[src/sv/dbivt_pkg.sv]
// Shared types and constants for the deadband integral voltage tracker.
`default_nettype none

package dbivt_pkg;

  localparam int unsigned SAMPLE_BITS_DEF = 10;
  localparam int unsigned DUTY_BITS_DEF   = 8;

  localparam int unsigned MV_BITS      = 13;
  localparam int unsigned CFG_IDX_BITS = 2;

  localparam logic [MV_BITS-1:0] FULL_MV   = 13'd4954;
  localparam logic [MV_BITS-1:0] TOL_RESET = 13'd20;

  typedef enum logic [CFG_IDX_BITS-1:0] {
    REG_SET_POINT     = 2'd0,
    REG_USE_FEEDBACK  = 2'd1,
    REG_EXTERNAL_MODE = 2'd2,
    REG_TOLERANCE     = 2'd3
  } reg_idx_e;

  typedef enum logic [2:0] {
    ST_IDLE,
    ST_MEAS,
    ST_EXT,
    ST_EVAL,
    ST_ADJ,
    ST_OUT
  } state_e;

  typedef enum logic {
    OP_CONVERT = 1'b0,
    OP_STEP    = 1'b1
  } div_op_e;

  typedef struct packed {
    logic               use_feedback;
    logic               external_mode;
    logic [MV_BITS-1:0] tolerance_mv;
    logic               sp_load;
    logic [MV_BITS-1:0] sp_value;
  } cfg_t;

endpackage

`default_nettype wire

[src/sv/dbivt_div.sv]
// Shared constant divider: one registered multiplication by a scaled reciprocal per request.
`default_nettype none

module dbivt_div #(
  parameter int unsigned SAMPLE_BITS = 10,
  parameter int unsigned DUTY_BITS   = 8,
  parameter int unsigned OPD_BITS    = 13,
  parameter int unsigned QUO_BITS    = 13
) (
  input  wire logic                  clk_i,
  input  wire logic                  rst_ni,
  input  wire logic                  start_i,
  input  wire dbivt_pkg::div_op_e    op_i,
  input  wire logic [OPD_BITS-1:0]   opd_i,
  output logic                       done_o,
  output logic [QUO_BITS-1:0]        quo_o
);

  import dbivt_pkg::*;

  // floor(x * n / d) equals (x * ceil(2^s * n / d)) >> s while x * (d - 1) < 2^s
  localparam longint unsigned FULL_SCALE  = (64'd1 << SAMPLE_BITS) - 64'd1;
  localparam int unsigned     CONV_SHIFT  = 2 * SAMPLE_BITS;
  localparam longint unsigned CONV_K      =
    (((64'd1 << CONV_SHIFT) * 64'(FULL_MV)) + FULL_SCALE - 64'd1) / FULL_SCALE;
  localparam int unsigned     STEP_SHIFT  = 2 * MV_BITS;
  localparam longint unsigned STEP_K      =
    ((64'd1 << (STEP_SHIFT + DUTY_BITS)) + 64'(FULL_MV) - 64'd1) / 64'(FULL_MV);
  localparam int unsigned     CONV_K_BITS = $clog2(CONV_K + 64'd1);
  localparam int unsigned     STEP_K_BITS = $clog2(STEP_K + 64'd1);
  localparam int unsigned     K_BITS      =
    (CONV_K_BITS > STEP_K_BITS) ? CONV_K_BITS : STEP_K_BITS;
  localparam int unsigned     PROD_BITS   = OPD_BITS + K_BITS;

  logic [K_BITS-1:0]    k_sel;
  logic [PROD_BITS-1:0] prod_q, prod_d;
  div_op_e              op_q, op_d;
  logic                 done_q, done_d;

  assign k_sel = (op_i == OP_STEP) ? K_BITS'(STEP_K) : K_BITS'(CONV_K);

  always_comb begin
    prod_d = prod_q;
    op_d   = op_q;
    done_d = start_i;
    if (start_i) begin
      prod_d = PROD_BITS'(opd_i) * PROD_BITS'(k_sel);
      op_d   = op_i;
    end
  end

  always_ff @(posedge clk_i or negedge rst_ni) begin
    if (!rst_ni) begin
      done_q <= 1'b0;
    end else begin
      done_q <= done_d;
    end
  end

  always_ff @(posedge clk_i) begin
    prod_q <= prod_d;
    op_q   <= op_d;
  end

  assign done_o = done_q;
  assign quo_o  = (op_q == OP_STEP) ? QUO_BITS'(prod_q >> STEP_SHIFT)
                                    : QUO_BITS'(prod_q >> CONV_SHIFT);

endmodule

`default_nettype wire

[src/sv/dbivt_seq.sv]
// Step sequencer: conversion, set-point tracking, deadband check and duty update.
`default_nettype none

module dbivt_seq #(
  parameter int unsigned SAMPLE_BITS = 10,
  parameter int unsigned DUTY_BITS   = 8,
  parameter int unsigned OPD_BITS    = 13,
  parameter int unsigned QUO_BITS    = 13
) (
  input  wire logic                             clk_i,
  input  wire logic                             rst_ni,
  input  wire dbivt_pkg::cfg_t                  cfg_i,
  input  wire logic                             in_valid_i,
  output logic                                  in_ready_o,
  input  wire logic [SAMPLE_BITS-1:0]           feedback_sample_i,
  input  wire logic [SAMPLE_BITS-1:0]           external_sample_i,
  output logic                                  out_valid_o,
  input  wire logic                             out_ready_i,
  output logic [DUTY_BITS-1:0]                  duty_cycle_o,
  output logic [dbivt_pkg::MV_BITS-1:0]         measured_mv_o,
  output logic [dbivt_pkg::MV_BITS-1:0]         target_mv_o,
  output logic                                  drive_written_o,
  output logic                                  div_start_o,
  output dbivt_pkg::div_op_e                    div_op_o,
  output logic [OPD_BITS-1:0]                   div_opd_o,
  input  wire logic                             div_done_i,
  input  wire logic [QUO_BITS-1:0]              div_quo_i
);

  import dbivt_pkg::*;

  state_e state_q, state_d;

  logic [SAMPLE_BITS-1:0] ext_q;
  logic [MV_BITS-1:0]     meas_q;
  logic [MV_BITS-1:0]     wsp_q, wsp_d;
  logic [DUTY_BITS-1:0]   duty_q, duty_d;
  logic                   neg_q;
  logic                   written_q, written_d;

  logic                   out_valid_q, out_valid_d;
  logic [DUTY_BITS-1:0]   out_duty_q;
  logic [MV_BITS-1:0]     out_meas_q;
  logic [MV_BITS-1:0]     out_target_q;
  logic                   out_written_q;

  logic                   neg;
  logic [MV_BITS-1:0]     mag;
  logic                   adjust;
  logic                   out_free;
  logic [MV_BITS-1:0]     conv_mv;
  logic [DUTY_BITS:0]     step;
  logic [DUTY_BITS:0]     sum;

  assign neg    = (wsp_q < meas_q);
  assign mag    = neg ? (meas_q - wsp_q) : (wsp_q - meas_q);
  assign adjust = cfg_i.use_feedback && (mag > cfg_i.tolerance_mv);

  assign out_free = !out_valid_q || out_ready_i;
  assign conv_mv  = div_quo_i[MV_BITS-1:0];
  assign step     = div_quo_i[DUTY_BITS:0];
  assign sum      = {1'b0, duty_q} + step;

  // next state
  always_comb begin
    state_d = state_q;
    case (state_q)
      ST_IDLE: if (in_valid_i) state_d = ST_MEAS;
      ST_MEAS: begin
        if (div_done_i) state_d = cfg_i.external_mode ? ST_EXT : ST_EVAL;
      end
      ST_EXT:  if (div_done_i) state_d = ST_EVAL;
      ST_EVAL: state_d = adjust ? ST_ADJ : ST_OUT;
      ST_ADJ:  if (div_done_i) state_d = ST_OUT;
      ST_OUT:  if (out_free) state_d = ST_IDLE;
      default: state_d = ST_IDLE;
    endcase
  end

  // divider requests and input handshake
  always_comb begin
    in_ready_o  = 1'b0;
    div_start_o = 1'b0;
    div_op_o    = OP_CONVERT;
    div_opd_o   = OPD_BITS'(feedback_sample_i);
    case (state_q)
      ST_IDLE: begin
        in_ready_o  = 1'b1;
        div_start_o = in_valid_i;
      end
      ST_MEAS: begin
        div_start_o = div_done_i && cfg_i.external_mode;
        div_opd_o   = OPD_BITS'(ext_q);
      end
      ST_EVAL: begin
        div_start_o = adjust;
        div_op_o    = OP_STEP;
        div_opd_o   = OPD_BITS'(mag);
      end
      default: ;
    endcase
  end

  always_comb begin
    wsp_d     = wsp_q;
    duty_d    = duty_q;
    written_d = written_q;
    if (cfg_i.sp_load) wsp_d = cfg_i.sp_value;
    case (state_q)
      ST_EXT: begin
        if (div_done_i && (conv_mv <= FULL_MV)) wsp_d = conv_mv;
      end
      ST_EVAL: written_d = adjust;
      ST_ADJ: begin
        if (div_done_i) begin
          if (neg_q) begin
            duty_d = (step >= {1'b0, duty_q}) ? '0 : duty_q - step[DUTY_BITS-1:0];
          end else begin
            // saturate at full scale
            duty_d = sum[DUTY_BITS] ? {DUTY_BITS{1'b1}} : sum[DUTY_BITS-1:0];
          end
        end
      end
      default: ;
    endcase
  end

  always_comb begin
    out_valid_d = out_valid_q;
    if (out_ready_i) out_valid_d = 1'b0;
    if ((state_q == ST_OUT) && out_free) out_valid_d = 1'b1;
  end

  always_ff @(posedge clk_i or negedge rst_ni) begin
    if (!rst_ni) begin
      state_q     <= ST_IDLE;
      wsp_q       <= '0;
      duty_q      <= '0;
      written_q   <= 1'b0;
      out_valid_q <= 1'b0;
    end else begin
      state_q     <= state_d;
      wsp_q       <= wsp_d;
      duty_q      <= duty_d;
      written_q   <= written_d;
      out_valid_q <= out_valid_d;
    end
  end

  always_ff @(posedge clk_i) begin
    if ((state_q == ST_IDLE) && in_valid_i) ext_q <= external_sample_i;
    if ((state_q == ST_MEAS) && div_done_i) meas_q <= conv_mv;
    if (state_q == ST_EVAL) neg_q <= neg;
    if ((state_q == ST_OUT) && out_free) begin
      out_duty_q    <= duty_q;
      out_meas_q    <= meas_q;
      out_target_q  <= wsp_q;
      out_written_q <= written_q;
    end
  end

  assign out_valid_o     = out_valid_q;
  assign duty_cycle_o    = out_duty_q;
  assign measured_mv_o   = out_meas_q;
  assign target_mv_o     = out_target_q;
  assign drive_written_o = out_written_q;

endmodule

`default_nettype wire

[src/sv/deadband_integral_voltage_tracker_top.sv]
// Top level of the deadband integral voltage tracker: registers, sequencer, divider.
//
// Usage: one request on the input channel carries a feedback sample and an
// external set-point sample; one result comes back on the output channel with
// the duty cycle after the step, the measured and target voltages in mV and a
// flag that says whether the duty cycle was rewritten.
// Registers are written through the configuration channel (index, data); it is
// always ready. Writing the set point loads the working set point when in range.
// Every division is by a constant and runs on one shared unit that
// multiplies by a scaled reciprocal. A request has its feedback sample
// converted, its external set point converted in external mode, a deadband
// check and, with feedback on and outside the deadband, a duty step; then the
// output register is written and the block returns to idle to take the next.
// The input is not ready while a request is in work. Results sit in an output
// register, so the next request is taken while the previous result waits; a
// stalled receiver holds the block at its final step until the register frees.
// Reset clears the duty cycle and working set point, sets the tolerance to
// 20 mV, clears both mode bits and empties the output register.
`default_nettype none

module deadband_integral_voltage_tracker_top #(
  parameter int unsigned SAMPLE_BITS = dbivt_pkg::SAMPLE_BITS_DEF,
  parameter int unsigned DUTY_BITS   = dbivt_pkg::DUTY_BITS_DEF
) (
  input  wire logic                                clk_i,
  input  wire logic                                rst_ni,
  input  wire logic                                cfg_valid_i,
  output logic                                     cfg_ready_o,
  input  wire logic [dbivt_pkg::CFG_IDX_BITS-1:0]  cfg_index_i,
  input  wire logic [dbivt_pkg::MV_BITS-1:0]       cfg_value_i,
  input  wire logic                                in_valid_i,
  output logic                                     in_ready_o,
  input  wire logic [SAMPLE_BITS-1:0]              feedback_sample_i,
  input  wire logic [SAMPLE_BITS-1:0]              external_sample_i,
  output logic                                     out_valid_o,
  input  wire logic                                out_ready_i,
  output logic [DUTY_BITS-1:0]                     duty_cycle_o,
  output logic [dbivt_pkg::MV_BITS-1:0]            measured_mv_o,
  output logic [dbivt_pkg::MV_BITS-1:0]            target_mv_o,
  output logic                                     drive_written_o
);

  import dbivt_pkg::*;

  localparam int unsigned OPD_BITS = (SAMPLE_BITS > MV_BITS) ? SAMPLE_BITS : MV_BITS;
  localparam int unsigned QUO_BITS = (DUTY_BITS + 1 > MV_BITS) ? DUTY_BITS + 1 : MV_BITS;

  logic               use_fb_q, use_fb_d;
  logic               ext_mode_q, ext_mode_d;
  logic [MV_BITS-1:0] tol_q, tol_d;
  logic               sp_load;
  cfg_t               cfg;

  logic                div_start;
  div_op_e             div_op;
  logic [OPD_BITS-1:0] div_opd;
  logic                div_done;
  logic [QUO_BITS-1:0] div_quo;

  assign cfg_ready_o = 1'b1;

  always_comb begin
    use_fb_d   = use_fb_q;
    ext_mode_d = ext_mode_q;
    tol_d      = tol_q;
    sp_load    = 1'b0;
    if (cfg_valid_i) begin
      case (reg_idx_e'(cfg_index_i))
        REG_SET_POINT:     sp_load    = (cfg_value_i <= FULL_MV);
        REG_USE_FEEDBACK:  use_fb_d   = cfg_value_i[0];
        REG_EXTERNAL_MODE: ext_mode_d = cfg_value_i[0];
        REG_TOLERANCE:     tol_d      = cfg_value_i;
        default: ;
      endcase
    end
  end

  always_ff @(posedge clk_i or negedge rst_ni) begin
    if (!rst_ni) begin
      use_fb_q   <= 1'b0;
      ext_mode_q <= 1'b0;
      tol_q      <= TOL_RESET;
    end else begin
      use_fb_q   <= use_fb_d;
      ext_mode_q <= ext_mode_d;
      tol_q      <= tol_d;
    end
  end

  always_comb begin
    cfg.use_feedback  = use_fb_q;
    cfg.external_mode = ext_mode_q;
    cfg.tolerance_mv  = tol_q;
    cfg.sp_load       = sp_load;
    cfg.sp_value      = cfg_value_i;
  end

  dbivt_seq #(
    .SAMPLE_BITS (SAMPLE_BITS),
    .DUTY_BITS   (DUTY_BITS),
    .OPD_BITS    (OPD_BITS),
    .QUO_BITS    (QUO_BITS)
  ) u_seq (
    .clk_i             (clk_i),
    .rst_ni            (rst_ni),
    .cfg_i             (cfg),
    .in_valid_i        (in_valid_i),
    .in_ready_o        (in_ready_o),
    .feedback_sample_i (feedback_sample_i),
    .external_sample_i (external_sample_i),
    .out_valid_o       (out_valid_o),
    .out_ready_i       (out_ready_i),
    .duty_cycle_o      (duty_cycle_o),
    .measured_mv_o     (measured_mv_o),
    .target_mv_o       (target_mv_o),
    .drive_written_o   (drive_written_o),
    .div_start_o       (div_start),
    .div_op_o          (div_op),
    .div_opd_o         (div_opd),
    .div_done_i        (div_done),
    .div_quo_i         (div_quo)
  );

  dbivt_div #(
    .SAMPLE_BITS (SAMPLE_BITS),
    .DUTY_BITS   (DUTY_BITS),
    .OPD_BITS    (OPD_BITS),
    .QUO_BITS    (QUO_BITS)
  ) u_div (
    .clk_i   (clk_i),
    .rst_ni  (rst_ni),
    .start_i (div_start),
    .op_i    (div_op),
    .opd_i   (div_opd),
    .done_o  (div_done),
    .quo_o   (div_quo)
  );

`ifndef SYNTHESIS
  // an accepted request keeps the input closed for at least the next cycle
  a_busy_after_accept: assert property (@(posedge clk_i) disable iff (!rst_ni)
    in_valid_i && in_ready_o |=> !in_ready_o)
    else $error("input ready right after a request was accepted");

  // a new result only appears at the end of a request in work
  a_result_from_work: assert property (@(posedge clk_i) disable iff (!rst_ni)
    $rose(out_valid_o) |-> !$past(in_ready_o))
    else $error("result raised while the sequencer was idle");
`endif

endmodule

`default_nettype wire
[config.mk]
export PLATFORM = sky130hd
export DESIGN_NAME = deadband_integral_voltage_tracker_top
export DESIGN_NICKNAME = d
export VERILOG_FILES = /design/src/sv/dbivt_pkg.sv /design/src/sv/dbivt_div.sv /design/src/sv/dbivt_seq.sv /design/src/sv/deadband_integral_voltage_tracker_top.sv
export SDC_FILE = /design/constraint.sdc
export NUM_CORES = 1
export LEC_CHECK = 0
export ABC_AREA = 1
export ABC_CLOCK_PERIOD_IN_PS = 7800
export BUFFER_PORTS_ARGS = -buffer_cell sky130_fd_sc_hd__buf_2
export CAP_MARGIN = 40
export CELL_PAD_IN_SITES_DETAIL_PLACEMENT = 0
export CELL_PAD_IN_SITES_GLOBAL_PLACEMENT = 2
export CORE_AREA = 2 2 204 206
export DETAILED_ROUTE_END_ITERATION = 10
export DIE_AREA = 0 0 206 208
export MAX_ROUTING_LAYER = met4
export PLACE_DENSITY = 0.85
export SLEW_MARGIN = 5
export SYNTH_ARGS = -nofsm -noshare
export SYNTH_HDL_FRONTEND = slang
export SYNTH_HIERARCHICAL = 1
export SYNTH_SLANG_ARGS = --single-unit
[constraint.sdc]
create_clock -name clk_i -period 7.8 [get_ports clk_i]
set_input_delay 1.56 -clock clk_i [delete_from_list [all_inputs] [get_ports clk_i]]
set_output_delay 1.56 -clock clk_i [all_outputs]
set_load 0.1 [all_outputs]
After elaboration in Yosys (flattened, before gate mapping)
Index checks and enable logic that the tools add are counted.
- register bits after elaboration: 138
- output and inout port bits: 38
- word-level logic and storage cells: 82
- magnitude comparators: 5
- equality and inequality tests: 13
- mux-type cells: 25
- add/subtract/negate cells: 4
- multiply operators: 1
- reduce and logical (&&, ||, !) cells: 16
- operator list (cell ; number):
    $mux W13 ; 5
    $mul A13 B23 Y36 ; 1
    $le A13 B13 Y1 const B ; 2
    $pmux W13 S2 ; 1
    $sub A13 B13 Y13 ; 2
    $mux W8 ; 3
    $mux W23 ; 1
    $pmux W3 S6 ; 1
    $mux W3 ; 5
    $gt A13 B13 Y1 ; 1
    $lt A13 B13 Y1 ; 1
    $add A8 B9 Y9 ; 1
    $ge A9 B8 Y1 ; 1
    $mux W1 ; 8
    $ne A2 B1 Y1 const B ; 4
    $reduce_and A2 Y1 ; 4
    $sub A8 B8 Y8 ; 1
    $eq A3 B2 Y1 const B ; 2
    $eq A3 B3 Y1 const B ; 2
    $logic_and A1 B1 Y1 ; 6
    $reduce_and A5 Y1 ; 1
    $eq A2 B2 Y1 const B ; 2
    $eq A3 B1 Y1 const B ; 1
    $logic_not A3 Y1 ; 1
    7 further kinds ; 7

Depth between registers and ports, before layout
Gate-level depths: netlist of the first run.
- depth in word-level cells: 6
- gate-level depth with buffers: 40
- depth with buffers taken out: 39

Cells and area by module
Netlist of the first run, hierarchy kept.
- by module, submodules not included (module ; cells each ; sequential area each (um2) ; instances ; area each (um2)):
    dbivt_div ; 1064 ; 535.5 ; 1 ; 8627.0
    dbivt_seq ; 850 ; 2422.3 ; 1 ; 6401.1
    deadband_integral_voltage_tracker_top ; 74 ; 377.9 ; 1 ; 706.9

Worst setup path before layout of the first run
OpenSTA, ideal clock, no wires.
- kind: reg-to-reg
- from: register u_seq.meas_q[2]
- to: register u_div.prod_q[28], data pin
- slack: 1314 ps
- data required time: 7548 ps
- data arrival time: 6234 ps
- cell stages (with the launch flop): 36
- period minus slack after synthesis: 6486 ps
- buffers on the path: 2
- path through: edfxtp_1 -> inv_1 -> ha_1 -> buf_4 -> nand3_1 -> nand3_2 -> nand2_1 -> a21oi_2 -> nor2_2 -> buf_6 -> nand2_1 -> nand2_1 -> nor2_1 -> inv_1 -> nor2_4 -> inv_1 -> nor2_1 -> inv_1 -> nand2_1 -> nor2_1 -> ha_1 -> or2_2 -> fa_1 -> fa_1 -> fa_1 -> inv_1 -> fa_1 -> inv_1 -> ha_1 -> nand2_2 -> nor2_2 -> inv_1 -> nor4_2 -> nand2_1 -> nand3_1 -> nand2_1
- word-level cells in the longest chain between the ends: 4
- elaborated cells on any way between the ends: 6
- RTL lines (item ; line ; text):
    from (decl) ; dbivt_seq.sv:35 ; logic [MV_BITS-1:0] meas_q;
    from (signal assigned) ; dbivt_seq.sv:152 ; if ((state_q == ST_MEAS) && div_done_i) meas_q <= conv_mv;
    $lt A13 B13 Y1 ; dbivt_seq.sv:55 ; assign neg = (wsp_q < meas_q);
    named net u_seq.neg ; dbivt_seq.sv:47 ; logic neg;
    $mux W13 ; dbivt_seq.sv:56 ; assign mag = neg ? (meas_q - wsp_q) : (wsp_q - meas_q);
    $pmux W13 S2 ; dbivt_seq.sv:86 ; case (state_q)
    named net div_opd[11] ; deadband_integral_voltage_tracker_top.sv:56 ; logic [OPD_BITS-1:0] div_opd;
    $mul A13 B23 Y36 ; dbivt_div.sv:47 ; prod_d = PROD_BITS'(opd_i) * PROD_BITS'(k_sel);
    to (signal assigned) ; dbivt_div.sv:61 ; prod_q <= prod_d;
    to (decl) ; dbivt_div.sv:36 ; logic [PROD_BITS-1:0] prod_q, prod_d;
The timed path passes the listed nets, and every way through them passes these cells.
A chain may end at the register's enable or synchronous reset.

Final worst setup path of the first run
- from: register u_seq.meas_q[6]
- to: register u_div.prod_q[30], data pin
- word-level cells in the longest chain between the ends: 4
- elaborated cells on any way between the ends: 6
- RTL lines (item ; line):
    $sub A13 B13 Y13 or $lt A13 B13 Y1 (tied branches) ; dbivt_seq.sv:56, dbivt_seq.sv:55
    $mux W13 * ; dbivt_seq.sv:56
    $pmux W13 S2 * ; dbivt_seq.sv:86
    named net div_opd[9] ; deadband_integral_voltage_tracker_top.sv:56
    $mul A13 B23 Y36 * ; dbivt_div.sv:47
Mark *: on every way through the listed nets, which the timed path passes. The rest lies on a longest branch.

==> impl_metrics.toml, run 1 <==
[synthesis]
ys_ff_latch = 118
ys_types = 51
yosys_warnings = 6
yosysSeqAreaShare_pct = 21.2
synthesis.area_um2 = 15700
synth_edf_count = 76
synth_flop_cell = "edfxtp_1"
avgSynthCellArea_um2 = 7.92
async_flop_share_pct = 35.6
synth_cells = 1988

[layout]
layout_commonest_cell = "inv_1"
area_growth_pct = 11.3
nFillCells = 4202
final_cells = 2633
final_cell_mix = "inv_1 (502), nand2_1 (455), fa_1 (179), ha_1 (171), nor2_1 (125)"
drive_gt1_share_pct = 10.3
multiInputGateArea_um2 = 10300
diodes = 0
layout.nets = 2481
regArea_um2 = 3340

[setup_path]
critical_path_depth = 30
reg2reg_depth = 30
crit_family = "adder cells"
cpMaxStageDelayCell = "fa_1"
cp.arrival_ns = 7.47
cp_slowest_stage_delay_ns = 0.56
endpoint_kind = "register"
crit_fanout = 13
r2r-end = "u_div/prod_q[30]$_DFFE_PP_"
worstPathRequired_ns = 7.98
crit_buf_inv = 7
r2r_slack_ns = 0.51
r2r_start = "u_seq/meas_q[6]$_DFFE_PP_"
critPathLaunchType = "register"
critPathKind = "register to register"

[detailed_routing]
drt-total-wl_um = 45900
first_iter_violations = 666
dr.pass1.iters = 5
drc = 0
wl_per_cell_um = 17.4
routed-via-count = 12700
postRouteAntennaNets = 0
viasPerCell = 4.83

[floorplanning]
start_util_pct = 38.8
die-area_um2 = 42800
io_pins = 78
rows = 74
die_w_um = 206
die_y_um = 208
design.core.area_um2 = 40600

[clock_tree]
clkSinkCount = 118
cts_max_level = 4
cts_tree = "yes"
cts_buffers = 17
cts.repair_timing.setup_buffer_count = 0
cts-root-buf = "clkbuf_16"
insertion_delay_ns = 0.42
cts_resized = 0
cts.path.max_buffers = 2
cts_hold_buf = 0
clk_pin_slew_worst_paths_ns = 0.06

[timing]
hold_viol = 0
setup_viol = 0
max_freq_mhz = 137
fin_skew_ns = 0.00726
rsz0062_at_grt = "false"
min_period_ns = 7.29
period_share_pct = 93.5
whs_ns = 0.452
slew_headroom_pct = 45.7
fin_ws_ns = 0.509
maxSlewViolCount = 0
tightest_slew_ns = 0.814

[placement]
gp_congestion = 0.956
portBuffers = 76
placed_cells = 2601
place_hpwl_um = 39300
pre_cts_slack_ns = 0.106

[global_routing]
grt_pass1_vias = 13400
gr-usage-all-layers_pct = 23.3
grt-ovfl-total = 0
antenna_found_initial = 0
grt_pass1_wl_um = 74400
grt_max_degree = 43

[flow_run]
cap_viol_max_count = 0

[worst_hold_path]
min_to = "u_seq/drive_written_o$_DFFE_PP_"
hold_class = "register to register"
min_path_cells = 0
hold_path.startpoint = "u_seq/written_q$_DFFE_PN0P_"

[run_status]
status = "finished clean"
through the flow:
stage	TNS, ns	util [%]	area [µm²]
2_1_floorplan	0	-	15800
3_3_place_gp	-0.0220	41.6	16900
3_5_place_dp	0	41.6	16900
4_1_cts	0	43.1	17500
5_1_grt	0	43.2	17500
6_report	0	43.2	17500
layout make-up:
type / instances / share of cell area, %
multi-input cells: 1326 / 59.0
clock inverters: 15 / 1.03
clock buffers: 17 / 2.43
inverters: 519 / 11.1
well taps: 532 / 3.80
flip-flops and latches: 118 / 19.0
repair buffers: 106 / 3.53
flip-flops by register name (all words and copies together), names as in the netlist, 3 cells and up:
name and flops:
u_seq/meas_q 13, u_seq/measured_mv_o 13, tol_q 13, u_seq/ext_q 10
u_seq/state_q 3, u_seq/duty_cycle_o 8, u_seq/target_mv_o 13, u_div/prod_q 16
u_seq/wsp_q 13, u_seq/duty_q 8
synthesized netlist by cell type (all sizes together), types with 2 or more instances:
| library cell | n | area, µm² |
|---|---|---|
| conb | 3 | 11.3 |
| xor2 | 21 | 184 |
| nor3 | 16 | 110 |
| clkbuf | 14 | 52.6 |
| fa | 179 | 3580 |
| o21ai | 60 | 304 |
| inv | 516 | 1940 |
| nand3 | 100 | 516 |
| nor2 | 138 | 558 |
| and2 | 5 | 36.3 |
| or2 | 6 | 37.5 |
| ha | 174 | 2180 |
| clkinv | 3 | 11.3 |
| nand2 | 471 | 1810 |
| xnor2 | 6 | 52.6 |
| o21bai | 6 | 45.0 |
| a21o | 4 | 30.0 |
| dfstp | 2 | 52.6 |
| nor4 | 6 | 43.8 |
| edfxtp | 76 | 2280 |
| nand4 | 17 | 106 |
| a21oi | 82 | 425 |
| dfrtp | 40 | 1000 |
| a22oi | 9 | 67.6 |
| o21a | 2 | 15.0 |
| o211ai | 2 | 15.0 |
| buf | 16 | 113 |
| mux2 | 8 | 113 |
routing by layer:
layer / up-vias / part of all wire (%) / GRT usage [%]
met2: 285 / 50 / 39.6
li1: 6240 / - / -
met5: - / 0 / -
met4: 0 / 2.5 / 6.45
met1: 6128 / 43 / 29.3
met3: 61 / 4.0 / 2.51
logic make-up (layout without fill, tap and decap cells):
family          after synthesis  after routing  synth area share [%]
compound gates              169            169                  5.93
xor+xnor                     27             27                  1.50
fa+ha+maj                   353            353                  36.6
buf+inv                     549            657                  13.4
flops                       118            118                  21.2
mux                           8              8                 0.716
other cells                   3              8                0.0716
simple gates                761            761                  20.5
worst max-delay path by stage:
stage / start / to / slack [ns]
finish: u_seq/meas_q[6]$_DFFE_PP_ / u_div/prod_q[30]$_DFFE_PP_ / 0.51
global route: u_seq/meas_q[2]$_DFFE_PP_ / u_div/prod_q[30]$_DFFE_PP_ / 0.0002
floorplan: u_seq/meas_q[2]$_DFFE_PP_ / u_div/prod_q[28]$_DFFE_PP_ / 1.31
detailed placement: u_seq/meas_q[8]$_DFFE_PP_ / u_div/prod_q[30]$_DFFE_PP_ / 0.11
CTS: u_seq/meas_q[8]$_DFFE_PP_ / u_div/prod_q[30]$_DFFE_PP_ / 0.04
global placement: u_seq/meas_q[8]$_DFFE_PP_ / u_div/prod_q[30]$_DFFE_PP_ / -0.02
Power of run 1 is not shown: default switching activity piles up to over one toggle a cycle in this logic, so the estimate is an artifact.
==> run 2, diff against run 1 <==
--- a/config.mk
+++ b/config.mk
@@ -11,11 +11,12 @@
 export CAP_MARGIN = 40
 export CELL_PAD_IN_SITES_DETAIL_PLACEMENT = 0
 export CELL_PAD_IN_SITES_GLOBAL_PLACEMENT = 2
-export CORE_AREA = 2 2 204 206
+export CORE_AREA = 2 2 254 256
+export CTS_CLUSTER_SIZE = 20
 export DETAILED_ROUTE_END_ITERATION = 10
-export DIE_AREA = 0 0 206 208
+export DIE_AREA = 0 0 256 258
 export MAX_ROUTING_LAYER = met4
-export PLACE_DENSITY = 0.85
+export PLACE_DENSITY_LB_ADDON = 0.1
 export SLEW_MARGIN = 5
 export SYNTH_ARGS = -nofsm -noshare
 export SYNTH_HDL_FRONTEND = slang
==> impl_metrics.toml, run 2 (synthesis gave the netlist of run 1 again) <==
[floorplanning]
die-area_um2 = 66000
rows = 93
die_y_um = 258
die_w_um = 256
start_util_pct = 24.7
io_pins = 78
design.core.area_um2 = 63600

[clock_tree]
insertion_delay_ns = 0.44
clk_pin_slew_worst_paths_ns = 0.07
cts_max_level = 4
cts_tree = "yes"
cts_resized = 0
cts.path.max_buffers = 2
cts_buffers = 17
cts-root-buf = "clkbuf_16"
cts_hold_buf = 0
cts.repair_timing.setup_buffer_count = 0
clkSinkCount = 118

[layout]
area_growth_pct = 14.3
layout_commonest_cell = "inv_1"
layout.nets = 2489
final_cell_mix = "inv_1 (503), nand2_1 (456), fa_1 (179), ha_1 (172), nor2_1 (121)"
largest-register = "u_div/prod_q"
nFillCells = 7069
diodes = 0
final_cells = 2964
drive_gt1_share_pct = 10.8
largest_reg_flops = 16

[timing]
final.setup.tns_ns = 0
slew_headroom_pct = 54.0
maxSlewViolCount = 0
fin_skew_ns = 0.0117
period_share_pct = 93.9
rsz0062_at_grt = "false"
tightest_slew_ns = 0.689
max_freq_mhz = 137
setup_viol = 0
min_period_ns = 7.32
hold_viol = 0

[detailed_routing]
routed-via-count = 12400
wl_per_cell_um = 18.4
postRouteAntennaNets = 0
first_iter_violations = 527
dr.pass1.iters = 5
drc = 0
viasPerCell = 4.18
drt-total-wl_um = 54400

[placement]
placed_cells = 2932
portBuffers = 76
place_hpwl_um = 47500
gp_congestion = 0.838

[setup_path]
r2r-end = "u_div/prod_q[28]$_DFFE_PP_"
cp_slowest_stage_delay_ns = 0.63
critPathKind = "register to register"
r2r_start = "u_seq/meas_q[0]$_DFFE_PP_"
critPathLaunchType = "register"
cpMaxStageDelayCell = "fa_1"
startpoint = "u_seq/meas_q[0]$_DFFE_PP_"
r2r_slack_ns = 0.48
worstPathRequired_ns = 7.97
reg2reg_depth = 31
crit_top_cell = "nand2_1"
cp.arrival_ns = 7.49
crit_fanout = 4
endpoint_kind = "register"

[flow_run]
cap_viol_max_count = 0

[global_routing]
grt_max_degree = 43
antenna_found_initial = 0
grt_pass1_vias = 13600
grt_pass1_wl_um = 85000
gr-usage-all-layers_pct = 17.7
grt-ovfl-total = 0

[run_status]
status = "finished clean"

[worst_hold_path]
hold_class = "register to register"
min_path_cells = 0
hold_path.startpoint = "u_seq/written_q$_DFFE_PN0P_"
min_to = "u_seq/drive_written_o$_DFFE_PP_"
[run 2: worst max-delay path by stage]
stage	endpoint	slack [ns]	cells past startpoint
floorplan	u_div/prod_q[28]$_DFFE_PP_	1.31	35
global placement	u_div/prod_q[28]$_DFFE_PP_	0.12	32
detailed placement	u_div/prod_q[22]$_DFFE_PP_	0.13	30
CTS	u_div/prod_q[22]$_DFFE_PP_	0.09	30
global route	u_div/prod_q[28]$_DFFE_PP_	0.001	35
finish	u_div/prod_q[28]$_DFFE_PP_	0.48	31
[run 2: per-layer routing]
metal  part of all wire (%)  wire length [µm]  GRT usage [%]  up-vias
met5                      0                 0              -        -
met4                    2.1              1120           4.69        0
met3                    1.6               860           1.32       38
met2                     52             28100           31.8      158
met1                     45             24300           21.5     5928
li1                       -                 -              -     6252
[run 2: stage by stage]
step	util, %	cell area (µm²)	setup slack [ns]	hold slack [ns]
floorplan	-	15800	1.31	0.425
global placement	27.2	17300	0.116	0.434
detailed placement	27.3	17400	0.134	0.437
CTS	28.2	18000	0.0948	0.459
global route	28.3	18000	0.00120	0.469
finish	28.3	18000	0.477	0.450
[run 2: critical path: cells and delay by family (launching register included)]
family,cells,cell delay (ns)
xor+xnor,1,0.27
flops,1,0.46
compound gates,4,0.83
buf+inv,7,0.74
fa+ha+maj,8,3.56
simple gates,11,1.20
[run 2: cell type report]
type / instances / area [µm²] / area share (%)
clock buffers: 18 / 429 / 2.39
flip-flops and latches: 118 / 3340 / 18.5
clock inverters: 14 / 166 / 0.925
well taps: 855 / 1070 / 5.95
multi-input cells: 1326 / 10400 / 57.6
inverters: 519 / 1950 / 10.8
repair buffers: 114 / 683 / 3.80
Power of run 2 is left out for the same reason.
==> run 3, diff against run 2 <==
--- a/config.mk
+++ b/config.mk
@@ -9,14 +9,11 @@
 export ABC_CLOCK_PERIOD_IN_PS = 7800
 export BUFFER_PORTS_ARGS = -buffer_cell sky130_fd_sc_hd__buf_2
 export CAP_MARGIN = 40
-export CELL_PAD_IN_SITES_DETAIL_PLACEMENT = 0
-export CELL_PAD_IN_SITES_GLOBAL_PLACEMENT = 2
 export CORE_AREA = 2 2 254 256
 export CTS_CLUSTER_SIZE = 20
 export DETAILED_ROUTE_END_ITERATION = 10
 export DIE_AREA = 0 0 256 258
 export MAX_ROUTING_LAYER = met4
-export PLACE_DENSITY_LB_ADDON = 0.1
 export SLEW_MARGIN = 5
 export SYNTH_ARGS = -nofsm -noshare
 export SYNTH_HDL_FRONTEND = slang
==> impl_metrics.toml, run 3 (synthesis gave the netlist of run 1 again) <==
[floorplanning]
start_util_pct = 24.7
rows = 93
io_pins = 78
design.core.area_um2 = 63600
die-area_um2 = 66000
die_y_um = 258
die_w_um = 256

[setup_path]
crit_family = "adder cells"
worstPathRequired_ns = 8.00
critPathKind = "register to register"
r2r_slack_ns = 0.52
crit_fanout = 11
r2r-end = "u_div/prod_q[33]$_DFFE_PP_"
crit_buf_inv = 9
reg2reg_depth = 33
critical_path_depth = 33
cp_slowest_stage_delay_ns = 0.56
cpMaxStageDelayCell = "fa_1"
critPathLaunchType = "register"
r2r_start = "u_seq/meas_q[0]$_DFFE_PP_"
cp.arrival_ns = 7.49
endpoint_kind = "register"

[clock_tree]
clk_pin_slew_worst_paths_ns = 0.06
insertion_delay_ns = 0.44
cts-root-buf = "clkbuf_16"
cts.path.max_buffers = 2
cts.repair_timing.setup_buffer_count = 0
cts_buffers = 17
cts_max_level = 4
cts_tree = "yes"
clkSinkCount = 118

[layout]
layout_commonest_cell = "inv_1"
diodes = 0
largest_reg_flops = 16
drive_gt1_share_pct = 10.5
final_cell_mix = "inv_1 (503), nand2_1 (456), fa_1 (179), ha_1 (173), nor2_1 (125)"
layout.nets = 2493
area_growth_pct = 14.2
nFillCells = 6912
largest-register = "u_div/prod_q"

[detailed_routing]
dr.pass1.iters = 5
viasPerCell = 4.26
drt-total-wl_um = 45600
postRouteAntennaNets = 0
wl_per_cell_um = 15.4
first_iter_violations = 945
routed-via-count = 12700
drc = 0

[global_routing]
grt-ovfl-total = 0
busiest_layer = "met2"
grt_use_met2_pct = 24.1
grt_max_degree = 43
gr-usage-all-layers_pct = 14.7
use_met1_pct = 19.0
antenna_found_initial = 1
grt_pass1_vias = 13000
grt_pass1_wl_um = 72700
grt_use_met3_pct = 1.69

[timing]
min_period_ns = 7.28
rsz0062_at_grt = "false"
tightest_slew_ns = 0.835
final.setup.tns_ns = 0
maxSlewViolCount = 0
max_freq_mhz = 137
period_share_pct = 93.4
hold_viol = 0
setup_viol = 0
fin_skew_ns = 0.0158
slew_headroom_pct = 44.2

[flow_run]
cap_viol_max_count = 0

[worst_hold_path]
min_path_cells = 0
min_to = "u_seq/drive_written_o$_DFFE_PP_"
hold_class = "register to register"
hold_path.startpoint = "u_seq/written_q$_DFFE_PN0P_"

[placement]
place_hpwl_um = 38800
gp_congestion = 0.950
portBuffers = 76

[run_status]
status = "finished clean"
-- run 3: cell types whose count changed in the layout (fill, tap and decap cells not counted), sizes merged --
cell,previous run,this run
bufinv,2,3
clkinvlp,3,4
inv,523,517
clkbuf,18,19
buf,114,118
clkinv,5,8
-- run 3: stage by stage --
stage	utilization [%]	cell area (µm²)	std cells	hold slack, ns	setup WS, ns
after floorplan	-	15800	1993	0.425	1.31
after detailed placement	27.3	17400	2936	0.456	0.257
final	28.2	18000	2968	0.463	0.518
after global placement	27.3	17300	2934	0.432	0.388
after global routing	28.2	18000	2968	0.483	0.0232
after CTS	28.2	18000	2968	0.464	0.238
-- run 3: metal layers --
| metal | vias to the layer above | wire length, µm | share of wire (%) |
|---|---|---|---|
| met5 | - | 0 | 0 |
| met3 | 62 | 2100 | 4.6 |
| li1 | 6272 | - | - |
| met4 | 0 | 1330 | 2.9 |
| met2 | 316 | 21500 | 47 |
| met1 | 6001 | 20800 | 45 |
-- run 3: timing repair --
action,4_1_cts,5_1_grt
gates resized for setup,0,3
hold buffers,0,0
endpoints found under the setup margin,0,16
-- run 3: cell type report --
cell class              instances  area [µm²]  share of cell area [%]
inverters                     519        1950                    10.8
multi-input cells            1326       10300                    57.4
flip-flops and latches        118        3340                    18.6
well taps                     855        1070                    5.95
clock buffers                  19         433                    2.41
repair buffers                118         708                    3.94
clock inverters                13         156                   0.870
-- run 3: how the worst max path moves through the flow --
stage,from,to,slack (ns)
floorplan,u_seq/meas_q[2]$_DFFE_PP_,u_div/prod_q[28]$_DFFE_PP_,1.31
global route,u_seq/meas_q[0]$_DFFE_PP_,u_div/prod_q[33]$_DFFE_PP_,0.02
finish,u_seq/meas_q[0]$_DFFE_PP_,u_div/prod_q[33]$_DFFE_PP_,0.52
global placement,u_seq/meas_q[2]$_DFFE_PP_,u_div/prod_q[33]$_DFFE_PP_,0.39
CTS,u_seq/meas_q[2]$_DFFE_PP_,u_div/prod_q[33]$_DFFE_PP_,0.24
detailed placement,u_seq/meas_q[2]$_DFFE_PP_,u_div/prod_q[33]$_DFFE_PP_,0.26
Power of run 3 is left out for the same reason.
